`config.mk`:
```
export PLATFORM = sky130hd
export DESIGN_NAME = kmp_stream_match_counter
export DESIGN_NICKNAME = d
export VERILOG_FILES = /design/src/hw/rtl/kmpsmc_pkg.sv /design/src/hw/rtl/kmpsmc_ram.sv /design/src/hw/rtl/kmp_stream_match_counter.sv
export VERILOG_INCLUDE_DIRS = /design/src /design/src/hw/rtl
export SDC_FILE = /design/constraint.sdc
export NUM_CORES = 1
export LEC_CHECK = 0
export BUFFER_PORTS_ARGS = -buffer_cell sky130_fd_sc_hd__buf_4
export CORE_ASPECT_RATIO = 0.7
export CORE_MARGIN = 10
export CORE_UTILIZATION = 63
export DETAILED_ROUTE_END_ITERATION = 6
export GPL_TIMING_DRIVEN = 0
export PLACE_DENSITY = 0.8
export SLEW_MARGIN = 20
export SYNTH_ARGS = -nofsm -noshare
export SYNTH_HDL_FRONTEND = slang
export SYNTH_HIERARCHICAL = 1
export SYNTH_SLANG_ARGS = --single-unit
```
`constraint.sdc`:
```
create_clock -name clk -period 5.3 [get_ports clk]
set_clock_uncertainty 0.15 [all_clocks]
set_input_delay 0.795 -clock clk [delete_from_list [all_inputs] [get_ports clk]]
set_output_delay 0.795 -clock clk [all_outputs]
set_load 0.02 [all_outputs]
```
`src/hw/rtl/kmp_stream_match_counter_macros.svh`:
```
// assertion helpers used by the matcher rtl
`ifndef KMP_STREAM_MATCH_COUNTER_MACROS_SVH
`define KMP_STREAM_MATCH_COUNTER_MACROS_SVH

`ifndef SYNTHESIS

// property must hold on every clock edge out of reset
`define KSMC_ASSERT(lbl, prop, msg) \
	lbl: assert property (@(posedge clk) disable iff (!arst_n) prop) else $error(msg);

// condition must never be seen on a clock edge out of reset
`define KSMC_NEVER(lbl, cond, msg) \
	lbl: assert property (@(posedge clk) disable iff (!arst_n) !(cond)) else $error(msg);

`else

`define KSMC_ASSERT(lbl, prop, msg)
`define KSMC_NEVER(lbl, cond, msg)

`endif

`endif

```
`src/hw/rtl/kmpsmc_pkg.sv`:
```
package kmpsmc_pkg;

	// default sizing
	localparam int PATTERN_MAX_DEF = 64;
	localparam int SYMBOL_BITS_DEF = 8;
	localparam int COUNT_BITS_DEF  = 32;

	// fixed field widths on the stream ports
	localparam int OP_W        = 2;
	localparam int SYM_FIELD_W = 8;
	localparam int CNT_FIELD_W = 32;
	localparam int PRG_FIELD_W = 7;
	localparam int OUT_DATA_W  = 40;
	localparam int IN_DATA_W   = 8;

	// request kinds
	typedef enum logic [OP_W-1:0] {
		OP_APPEND   = 2'd0,
		OP_TEXT     = 2'd1,
		OP_CLR_TEXT = 2'd2,
		OP_CLR_PAT  = 2'd3
	} op_t;

endpackage

```
`src/hw/rtl/kmpsmc_ram.sv`:
```
module kmpsmc_ram #(
	parameter int WIDTH = 8,
	parameter int DEPTH = 64,
	parameter int AW    = (DEPTH > 1) ? $clog2(DEPTH) : 1
) (
	input  logic             clk,
	input  logic             we,
	input  logic [AW-1:0]    waddr,
	input  logic [WIDTH-1:0] wdata,
	input  logic             re,
	input  logic [AW-1:0]    raddr,
	output logic [WIDTH-1:0] rdata
);

	logic [WIDTH-1:0] mem [DEPTH];
	logic [WIDTH-1:0] rdata_q;

	// single write port
	always_ff @(posedge clk) begin
		if (we) begin
			mem[waddr] <= wdata;
		end
	end

	// registered read, data holds while re is low
	always_ff @(posedge clk) begin
		if (re) begin
			rdata_q <= mem[raddr];
		end
	end

	assign rdata = rdata_q;

endmodule

```
`src/hw/rtl/kmp_stream_match_counter.sv`:
```
// Streaming Knuth-Morris-Pratt matcher with a saturating occurrence counter.
// Input channel s_*: s_tuser carries the op (append pattern byte, text byte,
// clear text state and count, clear pattern), s_tdata carries the byte.
// Output channel m_*: exactly one result per request. m_tuser is the match
// flag, m_tdata carries the occurrence count and the matched prefix length.
// Pattern bytes and their border (failure) lengths live in two RAMs with a
// registered read; a request is accepted in S_IDLE and finished in S_STEP,
// which repeats for each failure link that is followed and while the
// receiver stalls a full output register. Links are walked one RAM read per cycle;
// over a text stream the walk averages under one step per byte. The matcher
// finishes one request before it takes the next.
// A new request is taken whenever the matcher is idle, even while the last
// result still sits in the output register. If the receiver stalls, the next
// result waits in the finishing cycle and no further request is accepted.
// Reset clears pattern length, match progress and count; no RAM clearing
// pass is needed since only written entries are ever used.
`include "kmp_stream_match_counter_macros.svh"

module kmp_stream_match_counter #(
	parameter int PATTERN_MAX = kmpsmc_pkg::PATTERN_MAX_DEF,
	parameter int SYMBOL_BITS = kmpsmc_pkg::SYMBOL_BITS_DEF,
	parameter int COUNT_BITS  = kmpsmc_pkg::COUNT_BITS_DEF
) (
	input  logic                              clk,
	input  logic                              arst_n,
	input  logic                              s_tvalid,
	output logic                              s_tready,
	input  logic [kmpsmc_pkg::IN_DATA_W-1:0]  s_tdata,  // [7:0] symbol
	input  logic [kmpsmc_pkg::OP_W-1:0]       s_tuser,  // [1:0] op
	output logic                              m_tvalid,
	input  logic                              m_tready,
	output logic [kmpsmc_pkg::OUT_DATA_W-1:0] m_tdata,  // [31:0] match_count, [38:32] match_progress
	output logic                              m_tuser   // [0] match
);

	import kmpsmc_pkg::*;

	localparam int IDX_W  = (PATTERN_MAX > 1) ? $clog2(PATTERN_MAX) : 1;
	localparam int PROG_W = $clog2(PATTERN_MAX + 1);

	typedef enum logic [1:0] {
		S_IDLE = 2'b01,
		S_STEP = 2'b10
	} state_t;

	state_t                 state_q;
	op_t                    op_q;
	logic [SYMBOL_BITS-1:0] sym_q;
	logic [PROG_W-1:0]      j_q;
	logic [PROG_W-1:0]      len_q;
	logic [IDX_W-1:0]       bb_q;
	logic [PROG_W-1:0]      prog_q;
	logic [COUNT_BITS-1:0]  cnt_q;

	logic                   out_valid_q;
	logic                   out_match_q;
	logic [CNT_FIELD_W-1:0] out_count_q;
	logic [PRG_FIELD_W-1:0] out_prog_q;

	logic                   accept;
	logic                   out_free;
	op_t                    op_in;
	logic [PROG_W-1:0]      start_j;
	logic [PROG_W-1:0]      walk_j;
	logic [PROG_W-1:0]      walk_jm1;
	logic                   rd_en;
	logic [SYMBOL_BITS-1:0] pat_rd;
	logic [IDX_W-1:0]       bor_rd;
	logic                   active;
	logic                   need_walk;
	logic                   ext;
	logic [PROG_W-1:0]      j_next;
	logic                   hit;
	logic                   commit;
	logic                   len_room;
	logic                   wr_en;
	logic [IDX_W-1:0]       new_border;
	logic [PROG_W-1:0]      len_next;
	logic [IDX_W-1:0]       bb_next;
	logic [PROG_W-1:0]      prog_next;
	logic [COUNT_BITS-1:0]  cnt_next;

	// handshake
	assign s_tready = (state_q == S_IDLE);
	assign accept   = s_tvalid && s_tready;
	assign out_free = !out_valid_q || m_tready;
	assign op_in    = op_t'(s_tuser);
	assign len_room = (len_q < PROG_W'(PATTERN_MAX));

	// starting prefix length for the link walk
	always_comb begin
		if (op_in == OP_APPEND) begin
			start_j = PROG_W'(bb_q);
		end else if (prog_q >= len_q) begin
			start_j = '0;
		end else begin
			start_j = prog_q;
		end
	end

	// read address: start on accept, follow a link while walking
	assign walk_j   = (state_q == S_IDLE) ? start_j : PROG_W'(bor_rd);
	assign walk_jm1 = walk_j - PROG_W'(1);
	assign rd_en    = accept || ((state_q == S_STEP) && need_walk);

	// compare against pattern[j], decide whether to follow border[j-1]
	assign active = ((op_q == OP_APPEND) && (len_q != '0) && len_room)
		|| ((op_q == OP_TEXT) && (len_q != '0));
	assign need_walk = active && (j_q != '0) && (sym_q != pat_rd);
	assign ext       = active && (j_q < len_q) && (sym_q == pat_rd);
	assign j_next    = j_q + PROG_W'(ext);
	assign hit       = (op_q == OP_TEXT) && (len_q != '0) && (j_next == len_q);
	assign commit    = (state_q == S_STEP) && !need_walk && out_free;

	// pattern append write-back
	assign wr_en      = commit && (op_q == OP_APPEND) && len_room;
	assign new_border = (len_q == '0) ? '0 : j_next[IDX_W-1:0];

	// next architectural state for the finishing request
	always_comb begin
		len_next  = len_q;
		bb_next   = bb_q;
		prog_next = prog_q;
		cnt_next  = cnt_q;
		case (op_q)
			OP_APPEND: begin
				if (len_room) begin
					len_next = len_q + PROG_W'(1);
					bb_next  = new_border;
				end
			end
			OP_TEXT: begin
				if (len_q == '0) begin
					prog_next = '0;
				end else if (hit) begin
					prog_next = PROG_W'(bb_q);
					if (cnt_q != {COUNT_BITS{1'b1}}) begin
						cnt_next = cnt_q + COUNT_BITS'(1);
					end
				end else begin
					prog_next = j_next;
				end
			end
			OP_CLR_TEXT: begin
				prog_next = '0;
				cnt_next  = '0;
			end
			OP_CLR_PAT: begin
				len_next  = '0;
				bb_next   = '0;
				prog_next = '0;
			end
			default: begin
				prog_next = prog_q;
			end
		endcase
	end

	// pattern bytes
	kmpsmc_ram #(
		.WIDTH(SYMBOL_BITS),
		.DEPTH(PATTERN_MAX),
		.AW   (IDX_W)
	) u_pat_ram (
		.clk  (clk),
		.we   (wr_en),
		.waddr(len_q[IDX_W-1:0]),
		.wdata(sym_q),
		.re   (rd_en),
		.raddr(walk_j[IDX_W-1:0]),
		.rdata(pat_rd)
	);

	// border length of each pattern prefix
	kmpsmc_ram #(
		.WIDTH(IDX_W),
		.DEPTH(PATTERN_MAX),
		.AW   (IDX_W)
	) u_bor_ram (
		.clk  (clk),
		.we   (wr_en),
		.waddr(len_q[IDX_W-1:0]),
		.wdata(new_border),
		.re   (rd_en),
		.raddr(walk_jm1[IDX_W-1:0]),
		.rdata(bor_rd)
	);

	// control state
	always_ff @(posedge clk or negedge arst_n) begin
		if (!arst_n) begin
			state_q     <= S_IDLE;
			len_q       <= '0;
			bb_q        <= '0;
			prog_q      <= '0;
			cnt_q       <= '0;
			out_valid_q <= 1'b0;
		end else begin
			case (state_q)
				S_IDLE: begin
					if (accept) begin
						state_q <= S_STEP;
					end
				end
				S_STEP: begin
					if (commit) begin
						state_q <= S_IDLE;
					end
				end
				default: begin
					state_q <= S_IDLE;
				end
			endcase
			if (commit) begin
				len_q  <= len_next;
				bb_q   <= bb_next;
				prog_q <= prog_next;
				cnt_q  <= cnt_next;
			end
			if (commit) begin
				out_valid_q <= 1'b1;
			end else if (m_tready) begin
				out_valid_q <= 1'b0;
			end
		end
	end

	// request payload and walk index
	always_ff @(posedge clk) begin
		if (accept) begin
			op_q  <= op_in;
			sym_q <= SYMBOL_BITS'(s_tdata[SYM_FIELD_W-1:0]);
		end
		if (rd_en) begin
			j_q <= walk_j;
		end
	end

	// result register
	always_ff @(posedge clk) begin
		if (commit) begin
			out_match_q <= hit;
			out_count_q <= CNT_FIELD_W'(cnt_next);
			out_prog_q  <= PRG_FIELD_W'(prog_next);
		end
	end

	assign m_tvalid = out_valid_q;
	assign m_tuser  = out_match_q;
	assign m_tdata  = {{(OUT_DATA_W - CNT_FIELD_W - PRG_FIELD_W){1'b0}}, out_prog_q, out_count_q};

	`KSMC_ASSERT(a_prog_below_len, (len_q == '0) ? (prog_q == '0) : (prog_q < len_q), "progress reached pattern length")
	`KSMC_ASSERT(a_border_below_len, (len_q == '0) ? (bb_q == '0) : (PROG_W'(bb_q) < len_q), "border not below pattern length")
	`KSMC_ASSERT(a_walk_in_range, ((state_q == S_STEP) && active) |-> (j_q < len_q), "walk index left the stored pattern")
	`KSMC_NEVER(a_count_drop, (cnt_q < $past(cnt_q)) && !$past(commit && (op_q == OP_CLR_TEXT)), "count fell without a clear")

endmodule
```
==> key figures, run 1 <==
Outcome
  – Status: complete, but fails checks
  – Failing checks: setup timing

Detailed routing
  – Final WL: 111000 um
  – Post-DR wirelength/cell: approximately 32 um
  – 1st-iter DRT viols: 4357
  – Pre-antenna DRT Iters: 6
  – Via-to-Cell Ratio: 7.16
  – Vias post-DR: 24.9k
  – DRC Markers: 0
  – Post-DRT Antenna Nets: 0

Clock tree
  – Clock Pin Slew Worst Setup and Hold Paths: around 0.070 ns
  – CTS max path bufs: 3
  – CTS tree: built
  – Maximum level of the CTS H-tree: 3
  – TritonCTS Buffers: 92
  – Root buffer cell: clkbuf_16
  – Clk sink count: 1022
  – Clk_lat worst skew: ~0.67 ns

Global routing
  – Global-route usage over all layers: 28.7%
  – Vias in the first global route: 24.2k
  – Total global routing overflow: 0
  – First-pass GRT wire length: 164000 um
  – Largest net degree at the start of global routing: 56
  – Antenna violations before repair: 3

STA
  – Worst slew pin tran: 1.05 ns
  – Fmax: 0.184 GHz
  – Min Hold Slack: approximately 0.05 ns
  – Slew Viols, Final: 0
  – Final setup vio count: between 100 and 150
  – Tcrit/Tclk final: 103%
  – Setup TNS: -6.86 ns
  – RSZ-0062 raised after global routing: true
  – Final min period: 5.45 ns
  – Final Hold Fails: 0
  – Worst setup margin: -0.147 ns
  – Relative slew margins: around 30%

Cells and area
  – Final std cells w/o fill: 3475
  – Layout cells sized above 1: between 20% and 30%
  – Layout Nets: about 2.6k
  – Area growth from synthesis to layout: 13.7%
  – Fin util: about 72%
  – Filler Cell Count: ~3.8k

Setup path
  – Arrival time at the worst endpoint: 5.59 ns
  – CP Capture Point: u_pat_ram/mem[34][4]
  – Worst endpoint required time: approximately 5.5 ns
  – Crit path max-delay family: simple AND/OR/NAND/NOR gates
  – Max incr delay on CP: 0.68 ns
  – Cells along the critical path: buf_16 > buf_16 > xnor2_1 > nand4_1 > nor2_1 > or2_2 > nand2_1 > clkbuf_1 > buf_1 > nor2_4 > nor2b_1 > nand2_1 > nor2_2
  – Number of cells on the critical path: 13
  – CP startpoint: sym_q[5]
  – Setup slack, reg-to-reg: -0.15 ns
  – Critical path buffers and inverters: 4
  – Crit end category: register
  – FF-to-FF End: u_pat_ram/mem[34][4]
  – Cell at the slowest stage of the critical path: nor2_2
  – Worst R2R Start: sym_q[5]
  – CP max FO: 21
  – Critical path class: reg -> reg
  – FF-to-FF path depth: 13
  – CP Launch Type: register

Synthesis
  – Share of the synthesized area in the top cell type: 69.2%
  – Sequential-to-total area share from yosys stat: 72.5%
  – Net Count, Synth: 2363
  – Top cells by area, synth: edfxtp_1 69%, mux4_2 11%, dfrtp_1 3.2%
  – Post-synth EDFFs: roughly 970
  – Asr flop ratio synth: 5.38%
  – Post-synth top area cell: edfxtp_1
  – Distinct cells, synth: 80
  – Post-Syn Area per Cell: 18.0 um2
  – Synthesized area: 42000 um2
  – Ys flop type: edfxtp_1
  – Synth Register Bits: 1022
  – Post-Syn Instances: 2326
  – Yosys Warn Count: 6

Power and ir drop
  – Net Switching: ~12 mW
  – Sequential share of power: 32.7%
  – Sw Share: between 30% and 40%
  – Comb pwr share: 45.2%
  – Pint: 19.0 mW
  – Pwr Total: 31.1 mW
  – VDD IR-drop max: 0.434 mV
  – P per Cell Area: 652 nW/um2
  – LEAKAGE: 15.4 nW
  – Clock power frac: 22.1%

Floorplanning
  – Chip Width: between 300 and 400 um
  – Initial Utilization: 63.3%
  – Ports: 57
  – Core Rows: 79
  – Core Box Area: 66200 um2
  – Die area: slightly below 80000 um2
  – Die Ht: 236 um

Placement
  – Gpl congestion: 0.934
  – Dpl cells: 3303
  – PortBufs: 55
  – Hpwl dp: just over 70000 um

Worst hold path
  – Hold Crit Class: in -> async

Job
  – MaxCap Viol Count: 0
-- kinds of logic after synthesis --
logic type               after synthesis  synth area share (%)
flip-flops                          1022                  72.5
AND/OR/NAND/NOR                      557                  6.45
multiplexers                         286                  13.5
AO/OA/AOI/OAI                        247                  4.10
buffers and inverters                154                  2.00
XOR/XNOR                              36                 0.784
adder cells (fa/ha/maj)               23                 0.686
other                                  1               0.00894
-- stage by stage --
| stage | instance area, um2 | worst slack [ns] |
|---|---|---|
| 4_1_cts | 47400 | 0.00197 |
| 6_report | 47700 | -0.147 |
| 5_1_grt | 47700 | -0.267 |
| 3_3_place_gp | 43500 | -2.68 |
| 3_5_place_dp | 44100 | -0.606 |
| 2_1_floorplan | 42000 | 0.738 |
-- how the worst min path moves through the flow --
stage | startpoint | end | slack [ns]
4_1_cts | arst_n | cnt_q[22] | 0.05
2_1_floorplan | bb_q[0] | bb_q[0] | 0.30
3_3_place_gp | bb_q[3] | bb_q[3] | 0.34
3_5_place_dp | bb_q[3] | bb_q[3] | 0.36
5_1_grt | arst_n | cnt_q[22] | 0.09
6_report | arst_n | cnt_q[22] | 0.05
-- synth_stat cells, types with 20 or more instances --
cell / n
nor2_1: 194
nor3_1: 24
inv_1: 31
nand2b_1: 21
o21ai_0: 54
nor2b_1: 26
dfrtp_1: 54
buf_2: 36
a21oi_1: 27
mux2i_1: 45
nand2_1: 106
ha_1: 23
mux2_2: 22
edfxtp_1: 967
nand3_1: 78
mux4_2: 213
clkbuf_1: 48
o22ai_1: 20
xnor2_1: 21
-- layout make-up --
type / instances / area (um2) / share of cell area [%]
antenna: 1 / 2.50 / 0.00525
buffer: 121 / 731 / 1.53
clock buffer: 113 / 2440 / 5.12
clock inverter: 51 / 614 / 1.29
inverter: 31 / 116 / 0.244
multi-input combinational: 1150 / 11100 / 23.4
sequential: 1022 / 30400 / 63.8
tap: 891 / 1110 / 2.34
timing repair buffer: 95 / 1100 / 2.31
-- cell usage in the layout (no fill, tap or decap), drive strengths merged, types with 27 or more instances in the layout --
cell,Yosys,routed
inv,31,34
nand2,106,106
a21oi,27,27
dfrtp,54,54
edfxtp,967,967
mux2i,45,45
buf,75,168
clkinv,0,32
mux4,219,219
o21ai,62,62
clkbuf,48,160
nand3,81,81
nor2,194,194
-- what timing repair did --
action                                  4_1_cts  5_1_grt
hold buffers                                  0        0
setup buffers                                 2        6
endpoints found under the setup margin      853      570
pin swaps                                     1        1
gates resized for setup                      66       72
gates cloned                                  0        0
-- flip-flops by register name (all words and copies together) (netlist names) --
signal           cells
out_count_q         32
u_bor_ram/rdata      6
len_q                7
j_q                  7
m_tuser              1
u_bor_ram/mem      384
m_tvalid             1
op_q                 2
cnt_q               32
out_prog_q           7
u_pat_ram/mem      512
state_q              2
bb_q                 6
sym_q                8
prog_q               7
u_pat_ram/rdata      8
-- routing by layer --
layer,GRT usage (%),up-vias,part of all wire [%]
met4,8.20,6,3.0
met2,41.1,2171,44
met3,10.4,312,16
li1,-,9796,-
met1,41.4,12600,37
met5,0,-,0.034
-- power by group through the flow --
stage	clock (mW)	combinational, mW	sequential (mW)
floorplan	0	8.13	10.4
global route	7.21	14.4	10.2
CTS	6.89	13.4	10.2
global placement	0	12.3	10.6
detailed placement	0	13.1	10.4
finish	6.86	14.1	10.2
Note: power is estimated with default switching activity, not from simulation.
==> run 2: changes to the inputs <==
--- a/config.mk
+++ b/config.mk
@@ -13,6 +13,7 @@
 export DETAILED_ROUTE_END_ITERATION = 6
 export GPL_TIMING_DRIVEN = 0
 export PLACE_DENSITY = 0.8
+export RECOVER_POWER = 50
 export SLEW_MARGIN = 20
 export SYNTH_ARGS = -nofsm -noshare
 export SYNTH_HDL_FRONTEND = slang
==> key figures, run 2 (synthesis results as in run 1) <==
Clock tree
  – TritonCTS Buffers: 92 (unchanged)
  – Clock Pin Slew Worst Setup and Hold Paths: 0.06 ns (about the same)
  – CTS tree: built
  – Root buffer cell: clkbuf_16
  – Hold buffer count at cts: 0 (unchanged)
  – CTS max path bufs: 3 (unchanged)
  – Maximum level of the CTS H-tree: 3 (unchanged)
  – Clk sink count: 1022 (unchanged)
  – Clk_lat worst skew: 0.67 ns (about the same)

Detailed routing
  – Top Metal Used: met5
  – Vias post-DR: 24.9k (+0.32%)
  – Wl on met1: 41300 um (+0.47%)
  – Pre-antenna DRT Iters: 6 (unchanged)
  – Final WL: 111000 um (about the same)
  – Met2 wire len: 49200 um (-0.14%)
  – Post-DR wirelength/cell: 32.1 um (about the same)
  – Post-DRT Antenna Nets: 0 (unchanged)
  – Routed wl met3: 17500 um (-1.2%)
  – DRC Markers: 0 (unchanged)
  – Via-to-Cell Ratio: 7.18 (+0.35%)
  – 1st-iter DRT viols: 4341 (-0.37%)

Setup path
  – Cell at the slowest stage of the critical path: nor2_2
  – Arrival time at the worst endpoint: 5.61 ns (+0.02 ns)
  – CP max FO: 21 (unchanged)
  – CP Launch Type: register
  – Crit end category: register
  – Critical path class: reg -> reg
  – Worst endpoint required time: 5.44 ns (about the same)
  – Setup slack, reg-to-reg: -0.17 ns (-0.02 ns)
  – Max incr delay on CP: 0.70 ns (+0.02 ns)
  – Cells along the critical path: buf_16 > buf_16 > xnor2_1 > nand4_1 > nor2_1 > or2_2 > nand2_1 > clkbuf_1 > buf_1 > nor2_4 > nor2b_1 > nand2_1 > nor2_2

Floorplanning
  – Die area: 77500 um2 (unchanged)
  – Initial Utilization: 63.3% (unchanged)
  – Ports: 57 (unchanged)
  – Chip Width: 328 um (unchanged)
  – Core Box Area: 66200 um2 (unchanged)
  – Core Rows: 79 (unchanged)
  – Die Ht: 236 um (unchanged)

Cells and area
  – Commonest non-fill, non-tap cell in the layout: edfxtp_1
  – Max FFs per register: 512 (unchanged)
  – Register with the most flip-flops: u_pat_ram/mem
  – Ant. Diodes: 0 (-1)
  – Layout cells sized above 1: 25.6% (-0.31 points)
  – Area growth from synthesis to layout: 13.6% (about the same)
  – Commonest cells after routing, fill and taps aside: 967 x edfxtp_1, 213 x mux4_2, 104 x nor2_1
  – Layout Nets: 2550 (unchanged)
  – Filler Cell Count: 3826 (+0.39%)
  – Largest regs: u_pat_ram/mem x512, u_bor_ram/mem x384

Global routing
  – First-pass GRT wire length: 164000 um (unchanged)
  – Global-route usage over all layers: 28.7% (unchanged)
  – Total global routing overflow: 0 (unchanged)
  – Antenna violations before repair: 3 (unchanged)
  – Vias in the first global route: 24.2k (unchanged)
  – Largest net degree at the start of global routing: 56 (unchanged)

Outcome
  – Failing checks: capacitance limit, slew limit, setup timing
  – Status: complete, but fails checks

STA
  – RSZ-0062 raised after global routing: true
  – Worst slew pin tran: 3.19 ns (+2.13 ns)
  – Fmax: 0.183 GHz (-0.38%)
  – Final min period: 5.47 ns (+0.0208 ns)
  – Worst setup margin: -0.168 ns (-0.0208 ns)
  – Tcrit/Tclk final: 103% (+0.39 points)
  – Final setup vio count: 129 (+15%)
  – Relative slew margins: -112% (-140 points)
  – Slew Viols, Final: 56 (+56)
  – Final Hold Fails: 0 (unchanged)
  – Setup TNS: -9.14 ns (-2.28 ns)

Power and ir drop
  – Pwr Total: 31.1 mW (about the same)
  – VDD IR-drop max: 0.438 mV (+0.99%)
  – LEAKAGE: 15.3 nW (-0.23%)
  – P per Cell Area: 653 nW/um2 (+0.13%)

Placement
  – Hpwl dp: 71100 um (unchanged)
  – Gpl congestion: 0.934 (unchanged)
  – PortBufs: 55 (unchanged)

Worst hold path
  – Hold Crit Class: in -> reg

Job
  – MaxCap Viol Count: 1 (+1)
run 2: changes by cell type in the layout (fill, tap and decap cells not counted), sizes merged:
cell / before / now
buf: 168 / 152
clkbuf: 160 / 176
diode: 1 / 0
run 2: worst paths after layout:
check                                        to  cells after the start        from
setup reg to reg           u_pat_ram/mem[34][4]                     13    sym_q[5]
min in group asynchronous             cnt_q[22]                      1      arst_n
setup / recovery           u_pat_ram/mem[34][4]                     13    sym_q[5]
max in group asynchronous              len_q[5]                      1      arst_n
hold reg to reg                         bb_q[3]                      2     bb_q[3]
hold / removal                         sym_q[1]                      1  s_tdata[1]
run 2: power by group:
group          total (mW)  leakage (nW)  internal (mW)  switching, mW
logic                14.1          4.44           5.20           8.87
clock network        6.86          1.50           3.92           2.95
registers            10.2          9.41           9.89          0.290
total                31.1          15.3           19.0           12.1
run 2: what timing repair did:
action	in CTS	in global routing
pin swaps	1	1
cloned	0	0
setup buffers	2	6
resized for setup	66	72
endpoints found under the setup margin	853	570
run 2: per-layer routing:
metal  vias up  global-route usage (%)
li1       9798                       -
met1     12700                    41.4
met2      2121                    41.1
met3       308                    10.4
met4         6                    8.20
met5         -                       0
run 2: layout make-up:
cell class / count / area (um2) / share of cell area [%]
plain buffers: 121 / 731 / 1.53
multi-input cells: 1150 / 11100 / 23.4
well taps: 891 / 1110 / 2.34
clock buffers: 113 / 2440 / 5.13
inverters: 31 / 116 / 0.244
repair buffers: 95 / 1060 / 2.23
flip-flops and latches: 1022 / 30400 / 63.8
clock inverters: 51 / 614 / 1.29
run 2: metrics by stage:
| step | util, % | setup WS [ns] | std cells | hold slack, ns | instance area (um2) |
|---|---|---|---|---|---|
| floorplan | - | 0.738 | 2326 | 0.302 | 42000 |
| global placement | 65.7 | -2.68 | 3272 | 0.344 | 43500 |
| detailed placement | 66.6 | -0.606 | 3303 | 0.365 | 44100 |
| CTS | 71.6 | 0.00197 | 3469 | 0.0520 | 47400 |
| global route | 71.9 | -0.267 | 3474 | 0.160 | 47600 |
| finish | 71.9 | -0.168 | 3474 | 0.183 | 47600 |
run 2: worst max-delay path: cells and delay by family, from the launching register on:
kind | cells | cell delay (ns)
XOR/XNOR | 1 | 0.15
buffers and inverters | 4 | 1.14
flip-flops | 1 | 0.60
AND/OR/NAND/NOR | 8 | 3.02
